`src/hdl/bounded_list_search_delete_assert.svh`:
```
// Assertion macros shared by the list search and delete block.
// Each macro reports through $error and is compiled away for synthesis.
`ifndef BOUNDED_LIST_SEARCH_DELETE_ASSERT_SVH
`define BOUNDED_LIST_SEARCH_DELETE_ASSERT_SVH
`ifndef SYNTHESIS
// Checked property, disabled while reset is high.
`define BLSD_ASSERT(lbl, clk, rst, prop) \
   lbl: assert property (@(posedge clk) disable iff (rst) prop) \
      else $error("list block assertion failed");
// Checked property that also holds during reset.
`define BLSD_ASSERT_ALWAYS(lbl, clk, prop) \
   lbl: assert property (@(posedge clk) prop) \
      else $error("list block assertion failed");
`else
`define BLSD_ASSERT(lbl, clk, rst, prop)
`define BLSD_ASSERT_ALWAYS(lbl, clk, prop)
`endif
`endif

```
`src/hdl/blsd_pkg.sv`:
```
package blsd_pkg;

   // Capacity of the list and the widths that follow from it.
   localparam int LIST_DEPTH = 64;
   localparam int IDX_W      = (LIST_DEPTH > 1) ? $clog2(LIST_DEPTH) : 1;
   localparam int CNT_W      = $clog2(LIST_DEPTH + 1);

   // Field widths of the request and response.
   localparam int CMD_W    = 3;
   localparam int VAL_W    = 32;
   localparam int STATUS_W = 2;
   localparam int MATCH_W  = 6;
   localparam int LEN_W    = 7;

   typedef enum logic [CMD_W-1:0] {
      CMD_CLEAR      = 3'd0,
      CMD_INS_FRONT  = 3'd1,
      CMD_INS_BACK   = 3'd2,
      CMD_DEL_FRONT  = 3'd3,
      CMD_DEL_BACK   = 3'd4,
      CMD_SEARCH     = 3'd5,
      CMD_SEARCH_DEL = 3'd6
   } cmd_type;

   typedef enum logic [STATUS_W-1:0] {
      STATUS_OK        = 2'd0,
      STATUS_EMPTY     = 2'd1,
      STATUS_NOT_FOUND = 2'd2,
      STATUS_FULL      = 2'd3
   } status_type;

   // Broadcast control from the sequencer to every cell.
   typedef struct packed {
      logic capture;      // register the compare result of each cell
      logic shift_right;  // every cell takes its front neighbor's value
      logic shift_left;   // every cell takes its back neighbor's value
      logic remove_match; // cells at or behind the first match shift left
      logic append;       // the cell at the current length loads the key
   } cell_ctrl_type;

endpackage

```
`src/hdl/blsd_cell.sv`:
```
// One list position: holds one element, compares it with the key and
// moves data to or from its neighbors.
module blsd_cell (
   input  logic                          clock,
   input  logic [blsd_pkg::IDX_W-1:0]    pos,
   input  logic [blsd_pkg::CNT_W-1:0]    count,
   input  blsd_pkg::cell_ctrl_type       ctrl,
   input  logic                          below_match,
   input  logic [blsd_pkg::VAL_W-1:0]    key,
   input  logic [blsd_pkg::VAL_W-1:0]    front_data,
   input  logic [blsd_pkg::VAL_W-1:0]    back_data,
   output logic [blsd_pkg::VAL_W-1:0]    data,
   output logic                          hit
);

   logic [blsd_pkg::VAL_W-1:0] data_ff, data_in;
   logic                       hit_ff, hit_in;
   logic                       occupied;
   logic                       at_tail;

   // The cell holds an element when its position is below the length.
   assign occupied = blsd_pkg::CNT_W'(pos) < count;
   assign at_tail  = blsd_pkg::CNT_W'(pos) == count;

   // Compare result is sampled when a request is taken.
   always_comb begin
      hit_in = hit_ff;
      if (ctrl.capture) begin
         hit_in = occupied && (data_ff == key);
      end
   end

   // Data movement for the executed command.
   always_comb begin
      data_in = data_ff;
      if (ctrl.shift_right) begin
         data_in = front_data;
      end else if (ctrl.shift_left || (ctrl.remove_match && !below_match)) begin
         data_in = back_data;
      end else if (ctrl.append && at_tail) begin
         data_in = key;
      end
   end

   always_ff @(posedge clock) begin
      data_ff <= data_in;
      hit_ff  <= hit_in;
   end

   assign data = data_ff;
   assign hit  = hit_ff;

endmodule

```
`config.mk`:
```
export PLATFORM = sky130hd
export DESIGN_NAME = blsd_cell
export DESIGN_NICKNAME = d
export VERILOG_FILES = /design/src/hdl/bounded_list_search_delete_assert.svh /design/src/hdl/blsd_pkg.sv /design/src/hdl/blsd_cell.sv
export SDC_FILE = /design/constraint.sdc
export NUM_CORES = 1
export LEC_CHECK = 0
export BUFFER_PORTS_ARGS = -buffer_cell sky130_fd_sc_hd__buf_4
export CAP_MARGIN = 25
export CORE_MARGIN = 1
export CORE_UTILIZATION = 38
export DETAILED_ROUTE_END_ITERATION = 6
export PLACE_DENSITY = 0.81
export SYNTH_ARGS = -nofsm -noshare
export SYNTH_HDL_FRONTEND = slang
export SYNTH_SLANG_ARGS = --single-unit
```
`constraint.sdc`:
```
create_clock -name clock -period 3.4 [get_ports clock]
set_clock_uncertainty 0.1 [all_clocks]
set_input_delay 0.68 -clock clock [delete_from_list [all_inputs] [get_ports clock]]
set_output_delay 0.68 -clock clock [all_outputs]
set_load 0.02 [all_outputs]
```
=== After elaboration in Yosys (flattened, before gate mapping) ===
Index checks and enable logic that the tools add are counted.

* Mux-type cells: 3
* Reductions and logical operators: 6
* $lt $le $gt $ge: 1
* Add/sub/neg operators: 0
* Multiply operators: 0
* Bitwise operators: 0
* Div/mod/pow operators: 0
* Shifts and indexed selects: 0
* Equality and inequality tests: 2

{| class="wikitable"
|+ Operators by type and width
! cell !! count
|-
| $mux 32 || 3
|-
| $eq 32x32->1 || 1
|-
| $eq 6x7->1 || 1
|-
| $lt 6x7->1 || 1
|-
| $logic_and 1x1->1 || 3
|-
| $reduce_bool 3->1 || 1
|-
| $logic_not 1->1 || 1
|-
| $logic_or 1x1->1 || 1
|}

* Memories: 0
* Bits of input ports: 116
* RAM bits: 0
* Output and inout port bits: 33
* Flip-flop bits (word level): 33
* Latch bits: 0
* ROM bits: 0

=== Logic depth before layout (Yosys ltp) ===
Gate-level depths: netlist of the first run.

* Word-level depth: 5
* Mapped depth: 6

=== Worst setup path after synthesis of the first run ===
No wires, ideal clock.

* Path type: input to register
* Start: input count[5] (netlist name)
* End: register data_ff, in the netlist data[0] (enable)
* Arrival time: 2,828 ps
* Required time: 2,869 ps
* Path slack: 42 ps
* Cell stages on the path: 5
* Cells stage by stage: inv_1 -> ha_1 -> and3b_1 -> nand2_1 -> o211ai_1

* Word-level cells in the longest chain between the ends: 3

{| class="wikitable"
|+ Ends and longest elaborated chain
! what !! line !! text
|-
| start, declared || blsd_cell.sv:6 || <nowiki>input logic [blsd_pkg::CNT_W-1:0] count,</nowiki>
|-
| $eq 6x7->1 || blsd_cell.sv:23 || <nowiki>assign at_tail = blsd_pkg::CNT_W'(pos) == count;</nowiki>
|-
| $logic_and 1x1->1 || blsd_cell.sv:40 || <nowiki>end else if (ctrl.append && at_tail) begin</nowiki>
|-
| $reduce_bool 3->1 (no source line) || -- ||
|-
| end signal, assigned || blsd_cell.sv:46 || <nowiki>data_ff <= data_in;</nowiki>
|-
| end, declared || blsd_cell.sv:16 || <nowiki>logic [blsd_pkg::VAL_W-1:0] data_ff, data_in;</nowiki>
|}

Every way passes these cells.
A chain may end at the register's enable or synchronous reset.

=== Worst setup path after layout of the first run ===
* Start: input pos[5] (netlist name)
* End: register data_ff, in the netlist data[0] (enable)

* Word-level cells in the longest chain between the ends: 3

{| class="wikitable"
|+ Ends and longest elaborated chain
! what !! line !! text
|-
| start, declared || blsd_cell.sv:5 || <nowiki>input logic [blsd_pkg::IDX_W-1:0] pos,</nowiki>
|-
| $eq 6x7->1 || blsd_cell.sv:23 ||
|-
| $logic_and 1x1->1 || blsd_cell.sv:40 ||
|-
| $reduce_bool 3->1 (no source line) || -- ||
|}

Every way passes these cells.

==> results of run 1 <==
[state kept, by name (all words and copies together), names as in the netlist]
register and cells:
data 32, hit 1
[worst max-delay path, stage by stage]
cell and delay (ns):
buf_4 0.11, ha_1 0.29, and3b_1 0.20, nand2_1 0.08, o211ai_1 0.17, buf_4 0.42
[final cells by class]
cell class	count	area share
multi-input cells	156	0.322
clock buffers	8	0.0232
repair buffers	150	0.330
inverters	10	0.0109
well taps	72	0.0261
flip-flops and latches	33	0.287
[power by group]
group	switching, W	internal (W)	total [W]	leakage, nW
sequential	0.0000340	0.000509	0.000543	0.345
clock	0.000139	0.000145	0.000285	0.0395
combinational	0.000203	0.000216	0.000418	1.26
[layout by cell type (no fill, tap or decap), drive strengths merged]
| cell type | count |
|---|---|
| a21oi | 2 |
| a221oi | 1 |
| a31oi | 1 |
| and3b | 1 |
| buf | 150 |
| clkbuf | 8 |
| edfxtp | 33 |
| ha | 6 |
| inv | 10 |
| mux2i | 32 |
| nand2 | 34 |
| nand4 | 3 |
| nor2 | 1 |
| nor2b | 1 |
| nor4 | 8 |
| o211ai | 1 |
| o21ai | 33 |
| xor2 | 32 |
[cell families (layout without fill, tap and decap cells)]
family / count (synthesis) / count (layout) / share of synthesized area
xor gates and xnor gates: 32 / 32 / 0.126
and+or+nand+nor: 48 / 48 / 0.0994
buffers and inverters: 20 / 168 / 0.0561
adders and majority gates: 6 / 6 / 0.0337
AOI/OAI and AO/OA: 38 / 38 / 0.0966
DFF: 33 / 33 / 0.445
muxes: 32 / 32 / 0.144
[metal layers]
metal,share of wire,up-vias,wire (um)
met5,0,-,0
met3,0.080,14,493
met4,0.023,0,140
li1,-,1037,-
met2,0.48,98,2960
met1,0.41,918,2540
[final timing paths]
path | startpoint | end | slack [ns] | depth (start not counted)
max | pos[5] | data[0]$_DFFE_PP_ | 1.28 | 6
max reg2reg | data[27]$_DFFE_PP_ | hit$_DFFE_PP_ | 1.71 | 4
min | ctrl[4] | hit$_DFFE_PP_ | 0.49 | 1
min reg2reg | data[13]$_DFFE_PP_ | hit$_DFFE_PP_ | 0.77 | 4
[metrics by stage]
step,hold slack [ns],util,worst slack (ns),cell area [um2]
floorplan,0.692,-,0.0417,2230
global placement,0.761,0.604,1.02,3370
detailed placement,0.770,0.604,0.969,3370
CTS,0.482,0.619,1.26,3450
global route,0.470,0.619,1.17,3450
finish,0.490,0.619,1.28,3450
==> reports/qor.yml, run 1 <==
io_buffers: 148
wl_mm: 6.13
finalMaxSlewViolations: 0
clockRootBuffer: "clkbuf_8"
ys.flop_type: "edfxtp_1"
synth.largest_area_cell: "edfxtp_1"
async_reset_ff_frac: 0
worstPathMaxFanout: 32
antenna_left: 0
ys_ff_latch: 33
htree_levels: 2
synthesis.nets: 331
n_antenna_cell: 0
worst_ir_drop_vdd_mv: 0.194
critPathArrivalTime_ns: 1.95
clk_pin_slew_worst_paths_ns: 0.07
cts_made_buffers: 5
layout.nets: 478
drc: 0
fin_crit_ns: 2.12
setup_violations: 0
core_um2: 5570
cts.sinks: 33
yosysWarnings: 0
status: "complete, no violations"
track_usage: 0.202
dr_total_vias: 2067
multi_input_area_um2: 1110
maxCapViolations: 0
drt-initial-drc-count: 55
cts_resized: 0
use_met2: 0.334
drive_gt1_frac: 0.445
viasPerCell: 4.82
synth_cell_types: 24
max-slew-margin-rel: 0.484
rsz0062_at_grt: "no"
rows: 27
grt_pass1_vias: 1981
grt_util_met3: 0.0593
syn-instance-count: 209
gp_congestion: 0.768
initial_core_util: 0.400
wl_per_cell_um: 14.3
fin_crit_sh: 0.623
synth_edf_count: 33
grtUsageMet1: 0.247
synth-seq-area-share: 0.445
power_density_nw_per_um2: 361
worst_setup_path_end_kind: "register"
startpoint_type: "input port"
dp_cells: 421
ctsHoldBuffers: 0
ys_top_cells_by_area: "edfxtp_1, mux2i_1, xor2_1, o21ai_1, nand2_1"
cts_tree: "done"
cp.required_ns: 3.23
synth.avg_cell_area_um2: 10.7
finalHoldViolCount: 0
nFillCells: 500
max_freq_ghz: 0.472
synth_most_common_cell: "nand2_1"
synth_common_cells: "nand2_1, edfxtp_1, mux2i_1, o21ai_1, xor2_1"
dieArea_um2: 6170
clock_latency_ns: 0.28
overflow: 0
antenna_found_initial: 0
drt_pass1_iterations: 4
ioPinCount: 149
grt_pass1_wl_mm: 9.47
post_cts_buffers: 0
synth_top_cell_area_share: 0.445
dieHeight_um: 78.6
path_class: "in2reg"
p_total_w: 0.00125
setup_tns_ns: 0
die_x_um: 78.6
clock_path_buffers: 2
ff_latch_area_um2: 991
grt_max_degree: 66
stdcell_count: 429
hold_class: "in2reg"
syn_area_um2: 2230
p_leak_nw: 1.64
area_delta_synth_final_pct: 54.8
tightest_slew_ns: 0.772
dp_hpwl_mm: 4.82
top_usage_layer: "met2"
(Power assumes the default switching activity.)
==> run 2, diff against run 1 <==
--- a/config.mk
+++ b/config.mk
@@ -8,9 +8,9 @@
 export BUFFER_PORTS_ARGS = -buffer_cell sky130_fd_sc_hd__buf_4
 export CAP_MARGIN = 25
 export CORE_MARGIN = 1
-export CORE_UTILIZATION = 38
+export CORE_UTILIZATION = 42
 export DETAILED_ROUTE_END_ITERATION = 6
-export PLACE_DENSITY = 0.81
+export PLACE_DENSITY = 0.84
 export SYNTH_ARGS = -nofsm -noshare
 export SYNTH_HDL_FRONTEND = slang
 export SYNTH_SLANG_ARGS = --single-unit
==> constraint.sdc (replaced) <==
create_clock -name clock -period 2.2 [get_ports clock]
set_clock_uncertainty 0.1 [all_clocks]
set_input_delay 0.44 -clock clock [delete_from_list [all_inputs] [get_ports clock]]
set_output_delay 0.44 -clock clock [all_outputs]
set_load 0.02 [all_outputs]
==> run 2 against run 1 <==
Net effect: worst setup slack got worse by 0.83 ns; sequential cell count unchanged; sequential power is 55% higher.
==> reports/qor.yml, run 2 (same netlist as run 1, synthesis figures left out) <==
grt_pass1_wl_mm: 8.58
placed_cell_area_um2: 3440
maxCapViolations: 0
cp_slowest_cell: "buf_4"
ioPinCount: 149
grt_pass1_vias: 1937
cts.sinks: 33
whs_ns: 0.259
worstPathMaxFanout: 16
grt_max_degree: 35
htree_levels: 2
cts_tree: "done"
critPathArrivalTime_ns: 1.61
use_met2: 0.392
drt-initial-drc-count: 90
io_buffers: 148
setup_violations: 0
initial_core_util: 0.436
cp.required_ns: 2.07
fin_crit_sh: 0.793
core_um2: 5110
die_x_um: 74.8
max-slew-margin-rel: 0.778
clock_latency_ns: 0.28
worst_ir_drop_vdd_mv: 0.343
cpMostUsedCell: "buf_4"
dr_total_vias: 2070
wl_mm: 5.95
clock_path_buffers: 2
most-common-layout-cells: "buf_4, nand2_1, edfxtp_1"
ctsHoldBuffers: 0
top_usage_layer: "met2"
final_cell_area_um2: 3520
clockRootBuffer: "clkbuf_8"
path_class: "in2reg"
grt_util_met3: 0.0549
slowest_delay_ns: 0.28
viasPerCell: 4.81
largest_register_ffs: 32
drc: 0
fin_crit_ns: 1.74
drt_pass1_iterations: 4
startpoint_type: "input port"
drive_gt1_frac: 0.461
cts_resized: 0
dp_hpwl_mm: 5.01
grtUsageMet1: 0.228
gp_congestion: 0.767
cp_cell_sequence: "buf_4 > inv_12 > ha_4 > and3b_1 > nand2_1 > o211ai_1 > buf_4"
cts_made_buffers: 5
overflow: 0
hold_class: "in2reg"
finalMaxSlewViolations: 0
power_density_nw_per_um2: 545
layout.nets: 481
status: "complete, no violations"
wl_per_cell_um: 13.8
nFillCells: 436
rows: 26
dieArea_um2: 5600
max_freq_ghz: 0.573
antenna_found_initial: 0
n_antenna_cell: 0
final_common_cell: "buf_4"
final_util: 0.690
area_delta_synth_final_pct: 58.1
dieHeight_um: 74.8
worst_setup_path_end_kind: "register"
tightest_slew_ns: 0.331
p_leak_nw: 1.66
post_cts_buffers: 0
clk_pin_slew_worst_paths_ns: 0.06
antenna_left: 0
track_usage: 0.210
finalHoldViolCount: 0
rsz0062_at_grt: "no"
run 2: cell types whose count changed in the layout (fill, tap and decap cells not counted):
cell,previous run,this run
inv_12,0,1
ha_1,6,4
buf_12,1,2
ha_4,0,2
inv_4,0,1
inv_1,9,7
buf_4,149,151
run 2: routing by layer:
metal,share of wire,wire [um]
met2,0.53,3180
met3,0.086,509
met5,0,0
met1,0.36,2170
met4,0.015,88
run 2: cell type report:
class	count	area (um2)	area share
clock buffer	8	80.1	0.0227
inverter	10	52.6	0.0149
sequential	33	991	0.281
multi-input combinational	156	1140	0.323
timing repair buffer	153	1170	0.333
tap	70	87.6	0.0249
run 2: final timing paths:
path / start / end / slack [ns] / cells after the start
worst max-delay path: count[5] / data[22]$_DFFE_PP_ / 0.46 / 7
worst min-delay path: ctrl[4] / hit$_DFFE_PP_ / 0.26 / 1
worst max register to register: data[26]$_DFFE_PP_ / hit$_DFFE_PP_ / 0.59 / 4
worst min register to register: data[16]$_DFFE_PP_ / hit$_DFFE_PP_ / 0.77 / 4
run 2: critical path, delay by kind of cell:
kind | cells | cell delay [ns]
compound gates | 1 | 0.20
fa+ha+maj | 1 | 0.25
buf+inv | 3 | 0.44
simple gates | 2 | 0.28
run 2: per-stage QoR:
| step | cells | power (W) | setup TNS (ns) | setup slack, ns |
|---|---|---|---|---|
| 2_1_floorplan | 209 | 0.00117 | -27.81 | -0.869 |
| 3_3_place_gp | 422 | 0.00150 | 0 | 0.184 |
| 3_5_place_dp | 422 | 0.00152 | 0 | 0.179 |
| 4_1_cts | 430 | 0.00194 | 0 | 0.465 |
| 5_1_grt | 430 | 0.00202 | 0 | 0.380 |
| 6_report | 430 | 0.00192 | 0 | 0.456 |
run 2: power by group:
part | switching [W] | internal, W | total, W | leakage [nW]
registers | 0.0000545 | 0.000787 | 0.000842 | 0.345
logic | 0.000312 | 0.000343 | 0.000656 | 1.28
clock network | 0.000197 | 0.000224 | 0.000421 | 0.0395
total | 0.000563 | 0.00135 | 0.00192 | 1.66
==> run 3, diff against run 2 <==
--- a/config.mk
+++ b/config.mk
@@ -5,12 +5,13 @@
 export SDC_FILE = /design/constraint.sdc
 export NUM_CORES = 1
 export LEC_CHECK = 0
+export ABC_AREA = 1
 export BUFFER_PORTS_ARGS = -buffer_cell sky130_fd_sc_hd__buf_4
 export CAP_MARGIN = 25
 export CORE_MARGIN = 1
-export CORE_UTILIZATION = 42
+export CORE_UTILIZATION = 39
 export DETAILED_ROUTE_END_ITERATION = 6
-export PLACE_DENSITY = 0.84
+export PLACE_DENSITY = 0.81
 export SYNTH_ARGS = -nofsm -noshare
 export SYNTH_HDL_FRONTEND = slang
 export SYNTH_SLANG_ARGS = --single-unit
==> constraint.sdc (replaced) <==
create_clock -name clock -period 1.6 [get_ports clock]
set_clock_uncertainty 0.1 [all_clocks]
set_input_delay 0.32 -clock clock [delete_from_list [all_inputs] [get_ports clock]]
set_output_delay 0.32 -clock clock [all_outputs]
set_load 0.02 [all_outputs]
==> run 3 against run 2 <==
Net effect: the run now ends with negative setup slack left; clock power rose by 42%; worst hold slack got worse by 0.13 ns; global-route usage is 2.3 points higher; sequential power grew 38%; utilization fell by 3.9 points; design area is 10% higher; final cell count is 34% higher; combinational power is 59% higher; highest routed layer unchanged.
==> reports/qor.yml, run 3 <==
startpoint: "count[5]"
synth_most_common_cell: "nand2_1"
wl_per_cell_um: 13.3
slowest_delay_ns: 0.27
finalMaxSlewViolations: 0
critical_path_depth: 9
yosys.area_share.simple: 0.306
drive_gt1_frac: 0.357
drc: 0
tightest_slew_ns: 0.590
rows: 28
fin_crit_ns: 1.65
r2r_start: "data[16]$_DFFE_PP_"
worst_slack_ns: -0.0548
crit_buf_inv: 4
initial_core_util: 0.409
power_density_nw_per_um2: 723
status: "finished with violations"
endpoint: "data[25]$_DFFE_PP_"
synth.largest_area_cell: "edfxtp_1"
synthesis.nets: 469
gp_congestion: 0.768
swShare: 0.326
final_util: 0.651
fin_crit_sh: 1.03
synth_edf_count: 33
wl_mm: 7.70
dieHeight_um: 81.0
drt-initial-drc-count: 133
synth_common_cells: "nand2_1, nor2_1, inv_1"
synth-compound-area-share: 0.109
synth.mux.area_fraction: 0
r2r_slack_ns: 0.22
most-common-layout-cells: "buf_4, nand2_1, nor2_1"
ff2ff_path_depth: 7
worstPathMaxFanout: 8
cp_cell_sequence: "buf_8 > inv_8 > ha_4 > nand2_4 > nor2_4 > nand2_2 > o311ai_4 > buf_6 > clkbuf_16"
syn_area_um2: 2430
critPathArrivalTime_ns: 1.56
core_um2: 5960
setup_violations: 32
clock_path_buffers: 2
io_buffers: 148
worst_ir_drop_vdd_mv: 0.494
final_common_cell: "buf_4"
synthAdderAreaFrac: 0.0308
dpl_worst_slack_ns: -0.334
crit_family: "buffers and inverters"
pwr-share-comb: 0.372
ys.flop_type: "edfxtp_1"
antenna_left: 0
grt_pass1_wl_mm: 11.4
antenna_found_initial: 0
internal_power_w: 0.00189
p_leak_nw: 2.02
cp_slowest_cell: "ha_4"
synth_top_family_by_area: "simple AND/OR/NAND/NOR gates"
ioPinCount: 149
startpoint_type: "input port"
cts_made_buffers: 5
track_usage: 0.233
clockRootBuffer: "clkbuf_8"
dr_total_vias: 2771
rsz0062_at_grt: "yes"
dieArea_um2: 6560
layout.nets: 623
n_antenna_cell: 0
htree_levels: 2
violations: "negative setup slack"
synth-xor-area-share: 0.0324
grt_pass1_vias: 2538
viasPerCell: 4.80
cts_tree: "done"
async_reset_ff_frac: 0
max_freq_ghz: 0.604
ys_ff_latch: 33
hold_class: "in2reg"
clock_power_share: 0.214
synth.avg_cell_area_um2: 7.01
ys_top_cells_by_area: "edfxtp_1, nand2_1, nor2_1, a31oi_1, inv_1"
max-slew-margin-rel: 0.606
sequentialPowerShare: 0.414
ctsHoldBuffers: 0
largest_register_ffs: 32
maxCapViolations: 0
area_delta_synth_final_pct: 59.2
p_switching_w: 0.000913
timing.rr.end: "hit$_DFFE_PP_"
overflow: 0
dp_hpwl_mm: 5.88
yosysWarnings: 0
synth_cell_types: 19
grt_max_degree: 47
syn-instance-count: 347
clk_pin_slew_worst_paths_ns: 0.07
clock_latency_ns: 0.28
drt_pass1_iterations: 4
synth_top_cell_area_share: 0.407
synth-seq-area-share: 0.407
finalHoldViolCount: 0
worst_setup_path_end_kind: "register"
cts.sinks: 33
path_class: "in2reg"
die_x_um: 81.0
cp.required_ns: 1.51
==> run 3: how the worst min path moves through the flow <==
stage,startpoint,to,slack [ns],cells after the start
global route,ctrl[4],hit$_DFFE_PP_,0.13,1
CTS,ctrl[4],hit$_DFFE_PP_,0.13,1
detailed placement,ctrl[4],hit$_DFFE_PP_,0.42,1
finish,ctrl[4],hit$_DFFE_PP_,0.13,1
global placement,ctrl[4],hit$_DFFE_PP_,0.42,1
floorplan,ctrl[4],hit$_DFFE_PP_,0.33,0
==> run 3: timing repair <==
action                                  CTS  global route
endpoints found under the setup margin   32            32
resized for setup                         3             8
cloned                                    0             3
pin swaps                                 0             6
buffers inserted                          0             1
==> run 3: cell families after synthesis <==
kind of cell | Yosys count
AO/OA/AOI/OAI | 42
AND/OR/NAND/NOR | 197
buffers and inverters | 60
XOR/XNOR | 9
flip-flops | 33
adder cells (fa/ha/maj) | 6
==> run 3: worst reg2reg max path, cell delays in order, from the launching register on <==
cell and delay [ns]:
edfxtp_1 0.42, nor2_1 0.10, nor2_1 0.05, nor2_1 0.13
nand2_1 0.06, nor2_1 0.18, nand3_1 0.10, nor2_1 0.11
==> run 3: area by class of cell <==
class	count	area, um2
clock buffer	5	68.8
clock inverter	3	12.5
fill	565	2080
inverter	47	184
multi-input combinational	254	1220
sequential	33	991
tap	75	93.8
timing repair buffer	160	1300
==> run 3: power groups by stage <==
stage / Combinational [W] / Sequential (W) / Clock (W)
detailed placement: 0.00100 / 0.00118 / 0
global route: 0.00114 / 0.00117 / 0.000642
finish: 0.00104 / 0.00116 / 0.000599
global placement: 0.000981 / 0.00117 / 0
CTS: 0.00101 / 0.00116 / 0.000612
floorplan: 0.000362 / 0.00130 / 0
==> run 3: metrics by stage <==
stage | hold WS, ns | cell area, um2 | power (W) | TNS, ns | instances
CTS | 0.127 | 3770 | 0.00278 | 0 | 573
global placement | 0.418 | 3680 | 0.00215 | -10.09 | 565
detailed placement | 0.422 | 3680 | 0.00218 | -10.85 | 565
finish | 0.132 | 3870 | 0.00280 | -1.57 | 577
global route | 0.128 | 3870 | 0.00295 | -2.28 | 577
floorplan | 0.332 | 2480 | 0.00167 | -20.70 | 347
==> run 3: layer usage <==
| layer | GRT usage | part of all wire | routed length [um] |
|---|---|---|---|
| met3 | 0.0483 | 0.061 | 472 |
| met1 | 0.266 | 0.39 | 3000 |
| met2 | 0.436 | 0.54 | 4120 |
| met5 | 0 | 0 | 0 |
| met4 | 0.0589 | 0.014 | 111 |
